### config.mk
export PLATFORM = sky130hd
export DESIGN_NAME = gtn_ctrl
export DESIGN_NICKNAME = d
export VERILOG_FILES = /design/src/design/gtn_pkg.sv /design/src/design/gtn_ctrl.sv
export SDC_FILE = /design/constraint.sdc
export NUM_CORES = 1
export LEC_CHECK = 0
export ABC_AREA = 1
export BUFFER_PORTS_ARGS = -buffer_cell sky130_fd_sc_hd__buf_4
export CORE_MARGIN = 10
export CORE_UTILIZATION = 53
export DETAILED_ROUTE_END_ITERATION = 16
export PLACE_DENSITY = 0.88
export SLEW_MARGIN = 10
export SYNTH_ARGS = -nofsm -noshare
export SYNTH_HDL_FRONTEND = slang
export SYNTH_SLANG_ARGS = --single-unit
### constraint.sdc
create_clock -name clk -period 3.4 [get_ports clk]
set_clock_uncertainty 0.05 [all_clocks]
set_input_delay 0.17 -clock clk [delete_from_list [all_inputs] [get_ports clk]]
set_output_delay 0.17 -clock clk [all_outputs]
set_load 0.02 [all_outputs]
### src/design/gtn_pkg.sv
// Shared types, codes and defaults for the grid two-nearest node store.
package gtn_pkg;

  // Default sizes of the store
  localparam int DEF_MAX_NODES      = 1024;
  localparam int DEF_SLOTS_PER_CELL = 10;
  localparam int DEF_CELLS_X        = 16;
  localparam int DEF_CELLS_Y        = 16;
  localparam int DEF_CELLS_Z        = 16;

  // Fixed field widths of the request and result
  localparam int MODE_W  = 2;
  localparam int POS_W   = 16;
  localparam int ID_W    = 10;
  localparam int LABEL_W = 2;
  localparam int DIST_W  = 36;
  localparam int CFG_IDX_W  = 3;
  localparam int CFG_DATA_W = 36;
  localparam int INV_W   = 16;
  localparam int INV_RESET = 256;
  localparam int NUM_LABELS = 4;

  typedef enum logic [MODE_W-1:0] {
    MODE_ADD    = 2'd0,
    MODE_MOVE   = 2'd1,
    MODE_DELETE = 2'd2,
    MODE_QUERY  = 2'd3
  } mode_t;

  typedef enum logic [CFG_IDX_W-1:0] {
    CFG_ORIGIN_X = 3'd0,
    CFG_ORIGIN_Y = 3'd1,
    CFG_ORIGIN_Z = 3'd2,
    CFG_INV_CELL = 3'd3,
    CFG_VIG_L0   = 3'd4,
    CFG_VIG_L1   = 3'd5,
    CFG_VIG_L2   = 3'd6,
    CFG_VIG_L3   = 3'd7
  } cfg_reg_t;

  // Controller states; each also names the datapath action of that cycle
  typedef enum logic [4:0] {
    ST_CLEAR,
    ST_IDLE,
    ST_CALC,
    ST_INDEX,
    ST_DISPATCH,
    ST_ADD_CHK,
    ST_ADD_SCAN,
    ST_ADD_TEST,
    ST_ADD_WRITE,
    ST_MOV_CHK,
    ST_MOV_ROW,
    ST_MOV_INS,
    ST_DEL_CHK,
    ST_REM,
    ST_Q_CELL,
    ST_Q_ROW,
    ST_Q_NODE,
    ST_Q_SQR,
    ST_Q_CMP,
    ST_DONE
  } step_t;

  typedef struct packed {
    step_t step;
    logic  accept;
  } gtn_cmd_t;

  typedef struct packed {
    logic  clear_done;
    mode_t mode;
    logic  add_ok;
    logic  tgt_ok;
    logic  del_live_ok;
    logic  win_empty;
    logic  in_range;
    logic  row_full;
    logic  row_zero;
    logic  vbit;
    logic  same_cell;
    logic  free_found;
    logic  scan_last;
    logic  slot_last;
    logic  cell_last;
    logic  out_free;
  } gtn_stat_t;

endpackage

### src/design/gtn_ctrl.sv
// Controller state machine sequencing each request through the datapath.
module gtn_ctrl (
  input  logic              clk,
  input  logic              rst_n,
  input  logic              in_valid,
  output logic              in_stall,
  input  gtn_pkg::gtn_stat_t stat,
  output gtn_pkg::gtn_cmd_t  cmd
);
  import gtn_pkg::*;

  step_t state_r, state_nxt;

  // Hold the state
  always_ff @(posedge clk) begin
    if (!rst_n) begin
      state_r <= ST_CLEAR;
    end else begin
      state_r <= state_nxt;
    end
  end

  // Pick the next state and drive the commands
  always_comb begin
    state_nxt  = state_r;
    in_stall   = (state_r != ST_IDLE);
    cmd.step   = state_r;
    cmd.accept = (state_r == ST_IDLE) && in_valid;
    case (state_r)
      ST_CLEAR:    if (stat.clear_done) state_nxt = ST_IDLE;
      ST_IDLE:     if (in_valid) state_nxt = ST_CALC;
      ST_CALC:     state_nxt = ST_INDEX;
      ST_INDEX:    state_nxt = ST_DISPATCH;
      ST_DISPATCH: begin
        case (stat.mode)
          MODE_ADD:    state_nxt = stat.add_ok ? ST_ADD_CHK : ST_DONE;
          MODE_MOVE:   state_nxt = stat.tgt_ok ? ST_MOV_CHK : ST_DONE;
          MODE_DELETE: state_nxt = (stat.tgt_ok && stat.del_live_ok) ? ST_DEL_CHK : ST_DONE;
          MODE_QUERY:  state_nxt = stat.win_empty ? ST_DONE : ST_Q_CELL;
          default:     state_nxt = ST_DONE;
        endcase
      end
      ST_ADD_CHK:   state_nxt = stat.row_full ? ST_DONE : ST_ADD_SCAN;
      ST_ADD_SCAN:  state_nxt = ST_ADD_TEST;
      ST_ADD_TEST: begin
        if (stat.free_found) state_nxt = ST_ADD_WRITE;
        else if (stat.scan_last) state_nxt = ST_DONE;
        else state_nxt = ST_ADD_SCAN;
      end
      ST_ADD_WRITE: state_nxt = ST_DONE;
      ST_MOV_CHK: begin
        if (!(stat.vbit && stat.in_range) || stat.same_cell) state_nxt = ST_DONE;
        else state_nxt = ST_MOV_ROW;
      end
      ST_MOV_ROW:   state_nxt = ST_MOV_INS;
      ST_MOV_INS:   state_nxt = stat.row_full ? ST_DONE : ST_REM;
      ST_DEL_CHK:   state_nxt = stat.vbit ? ST_REM : ST_DONE;
      ST_REM:       state_nxt = ST_DONE;
      ST_Q_CELL:    state_nxt = ST_Q_ROW;
      ST_Q_ROW: begin
        if (!stat.row_zero) state_nxt = ST_Q_NODE;
        else state_nxt = stat.cell_last ? ST_DONE : ST_Q_CELL;
      end
      ST_Q_NODE:    state_nxt = ST_Q_SQR;
      ST_Q_SQR:     state_nxt = ST_Q_CMP;
      ST_Q_CMP: begin
        if (!stat.slot_last) state_nxt = ST_Q_NODE;
        else state_nxt = stat.cell_last ? ST_DONE : ST_Q_CELL;
      end
      ST_DONE:      if (stat.out_free) state_nxt = ST_IDLE;
      default:      state_nxt = ST_IDLE;
    endcase
  end

endmodule

==> results.txt <==
* Outcome: finished clean
* Int Pwr: 0.214 mW
- Number of top-level pins: 27
* Post-Layout Inst Area: 0.00102 mm^2
- Cell Area, Synth: 777 um^2
* Worst Max-Slew Pin Slew: 334 ps
- Once detail routing completed, the nets flagged for antenna violations numbered 0.
- Clock-pin slew on the worst setup and hold paths: 50 ps
- The worst setup path is captured at an output pin.
* Critical path cell sequence: inv_2, nand3_1, nor2_1, inv_1, nor2_1, buf_4
- The area growth from synthesis to layout is 30.9%.
* Maximum number of pins on one net before global-route repair: 11
* Most used cell, CP: sky130_fd_sc_hd__nor2_1
- Height of the die: 58.3 um
- Vias in the first global route: 1074
- Overall via count from detail_route: 1043
- Lkg Pwr: 0.552 nW
* Num rows: 13
- Iteration count of the initial detailed-routing pass: 4
* Delay of the slowest critical-path stage: 370 ps
* Number of cells on the worst reg-to-reg path: 9
- The share of the Yosys chip area taken by registers is 0.129.
* Cell Pwr Density: 430 mW/mm^2
- Summing all flip-flop and latch instances after layout gives 100 um^2.
- The register with the most flip-flops in the layout has 5 of them.
- Sequential power share: 0.223
- Number of filler cells placed in the layout: 126
* Number of buffers created by CTS: 3
- Hold endpoint: state_r[4]
- In this run the most critical hold path is launched from rst_n.
- TritonCTS built the clock tree.
* Largest delay share family, worst path: simple AND/OR/NAND/NOR gates
* Die ar.: 0.00340 mm^2
- The number of antenna violations at the first check in global routing is 0.
- Once the clock tree was built, the setup fixing pass inserted 0 buffers.
- Number of storage elements in the synthesis netlist: 5
- After global routing the overflow that remains totals 0.
- Post-synthesis cell type count: 24
- Total GRT Usage: 0.158
* Horiz. Die Dim: 58.3 um
- Wire length reported by the detailed router: 2570 um
* Psw: 0.224 mW
- Net Count, Synth: 171
- Adding up every negative setup slack in the final design gives 0 ps.
* DRC violation total after the first TritonRoute iteration: 56
- Max IR drop VDD: 371 uV
- Routability-driven placement finished with a final weighted congestion of 0.970.
- Hold path depth: 3
- Worst setup SP type: register
- Sorting the synthesized cells by area gives the leading types as sky130_fd_sc_hd__nand2_1, sky130_fd_sc_hd__dfxtp_1, sky130_fd_sc_hd__nor2_1, sky130_fd_sc_hd__nand3_1, sky130_fd_sc_hd__inv_1.
- Worst EP arrival: 1490 ps
* IO buf count: 26
* Critical path class: reg2out
* Leading cell type in the layout, fill and taps excluded: sky130_fd_sc_hd__nand2_1
- The tool flagged a number of max-cap violations equal to 0.
* Post-place instance area: 991 um^2
- Post-synthesis cell count: 151
- The setup check on the worst reg-to-reg path leaves a slack of 1740 ps.
- RR Startpoint: state_r[2]
- Part of the cycle the worst path needs: 0.503
- Deepest clock path buffer count: 2
- Setup violations remaining at the end of the flow were counted as 0.
- Placement Setup Slack: 1820 ps
- The share of synthesized area in the top cell type comes to 0.193.
* Worst-path fanout max: 10
* Cell type contributing the most total cell area after synthesis: sky130_fd_sc_hd__nand2_1
* Relative max-transition margin: 0.777
- Wire length per cell: 13.1 um
- For this run, the top clock speed supported by timing is 0.585 GHz.
* Placed wire-length estimate after detailed placement: 2130 um
- Combined buffer and inverter count along the critical path: 3
- Power share of the clock group: 0.163
- Area inside the core boundary: 0.00133 mm^2
* Effective utilization at floorplan: 0.583
- Clock latency on the worst-skew pair, taken at its later pin, is 250 ps.
- Logic gate share of total power: 0.615
- In the final layout, the share of cells above drive strength 1 is 0.293.
* Endpoint of the worst-slack reg-to-reg timing path: state_r[0]
* Registers with the highest flip-flop counts: state_r: 5 flops
* H-Tree Level Count: 1
- The number of endpoints with negative hold slack in the final report was 0.
* Post-layout worst setup margin: 1690 ps
- The clock drives 5 sinks.
- Number of diodes: 0
- Required time of the worst setup path: 3180 ps
* Shortest clock period the worst path allows after layout: 1710 ps
* Register with the most flip-flops: state_r
* Remaining routing DRC violations: 0
- A synthesized cell averages 5.15 um^2.
* # nets final: 202
- Clock tree synthesis selected as its root buffer the cell sky130_fd_sc_hd__clkbuf_4.
- Min-delay worst type: in2reg
- RSZ-0062 raised after global routing: false
* Area used by multi-input combinational logic: 568 um^2
- Global-route wire length before repair: 4460 um
* Switching power share of the total: 0.512
- The final number of max-transition violations is 0.
- After clock tree synthesis, the repair step resized 0 gates.
- The top cell types in the final layout, fill and taps aside, are sky130_fd_sc_hd__nand2_1, sky130_fd_sc_hd__buf_4, sky130_fd_sc_hd__nor2_1, sky130_fd_sc_hd__inv_1, sky130_fd_sc_hd__nand3_1.
- For this run, the number of Yosys warnings is 0.
* Library cell contributing the largest single delay on the critical path: sky130_fd_sc_hd__dfxtp_1
- Using the TritonRoute via totals, the vias-per-cell ratio works out to 5.32.
* Hold_buf cts: 0
-- worst register-to-register path: cells and delay by family (launching register included) --
kind,cells,cell delay (ps)
AND/OR/NAND/NOR,8,940
flip-flops,1,500
buffers and inverters,1,70
-- metal layers --
metal,track usage,vias to the layer above,wire length (um)
li1,-,533,-
met1,0.181,457,1040
met2,0.263,47,1270
met3,0.0558,6,215
met4,0.0570,0,43
met5,0,-,0
-- metrics by stage --
stage | hold WS [ps] | utilization | std cells | power (mW)
CTS | 72.0 | 0.763 | 196 | 0.435
global route | 89.6 | 0.763 | 196 | 0.471
global placement | 324 | 0.743 | 192 | 0.351
finish | 75.7 | 0.763 | 196 | 0.438
detailed placement | 331 | 0.743 | 192 | 0.359
floorplan | 218 | - | 151 | 0.267
-- power by group through the flow --
| stage | Combinational [mW] | Sequential (mW) | Clock, mW |
|---|---|---|---|
| floorplan | 0.160 | 0.106 | 0 |
| global placement | 0.253 | 0.0976 | 0 |
| detailed placement | 0.262 | 0.0974 | 0 |
| CTS | 0.265 | 0.0963 | 0.0732 |
| global route | 0.294 | 0.0995 | 0.0776 |
| finish | 0.269 | 0.0974 | 0.0712 |
-- synthesized netlist by cell type --
master,number
sky130_fd_sc_hd__inv_1,21
sky130_fd_sc_hd__and3_1,1
sky130_fd_sc_hd__nor2_2,6
sky130_fd_sc_hd__o21ai_1,2
sky130_fd_sc_hd__nor2_4,2
sky130_fd_sc_hd__nand3b_1,1
sky130_fd_sc_hd__nand3_2,2
sky130_fd_sc_hd__a21oi_2,1
sky130_fd_sc_hd__o21ai_0,2
sky130_fd_sc_hd__nor3b_1,1
sky130_fd_sc_hd__a21oi_1,2
sky130_fd_sc_hd__inv_2,8
sky130_fd_sc_hd__o21ai_2,1
sky130_fd_sc_hd__o22ai_1,1
sky130_fd_sc_hd__a21boi_0,1
sky130_fd_sc_hd__nand3_1,17
sky130_fd_sc_hd__nor3_1,3
sky130_fd_sc_hd__nand2_1,40
sky130_fd_sc_hd__o21bai_1,1
sky130_fd_sc_hd__o211ai_1,1
sky130_fd_sc_hd__dfxtp_1,5
sky130_fd_sc_hd__nor2_1,24
sky130_fd_sc_hd__nand2_2,4
sky130_fd_sc_hd__nand4_1,4
-- how the worst max path moves through the flow --
stage | to | cells past startpoint | slack, ps | startpoint
floorplan | cmd[0] | 4 | 1860 | state_r[0]
global placement | state_r[0] | 9 | 1860 | state_r[2]
detailed placement | state_r[0] | 9 | 1820 | state_r[2]
CTS | cmd[0] | 6 | 1700 | state_r[4]
global route | state_r[0] | 9 | 1560 | state_r[2]
finish | cmd[0] | 6 | 1690 | state_r[4]
-- kinds of logic (layout without fill, tap and decap cells) --
group / after synthesis / count (layout) / synth area share
compound gates: 12 / 12 / 0.0983
buf+inv: 29 / 59 / 0.140
flops: 5 / 5 / 0.129
simple gates: 105 / 105 / 0.633
-- final cells by class --
cell class | instances | share of cell area
Tap cell | 15 | 0.0185
Sequential cell | 5 | 0.0984
Multi-Input combinational cell | 117 | 0.558
Clock buffer | 4 | 0.0258
Timing Repair Buffer | 26 | 0.192
Inverter | 29 | 0.107
Power figures use the tool's default switching activity.
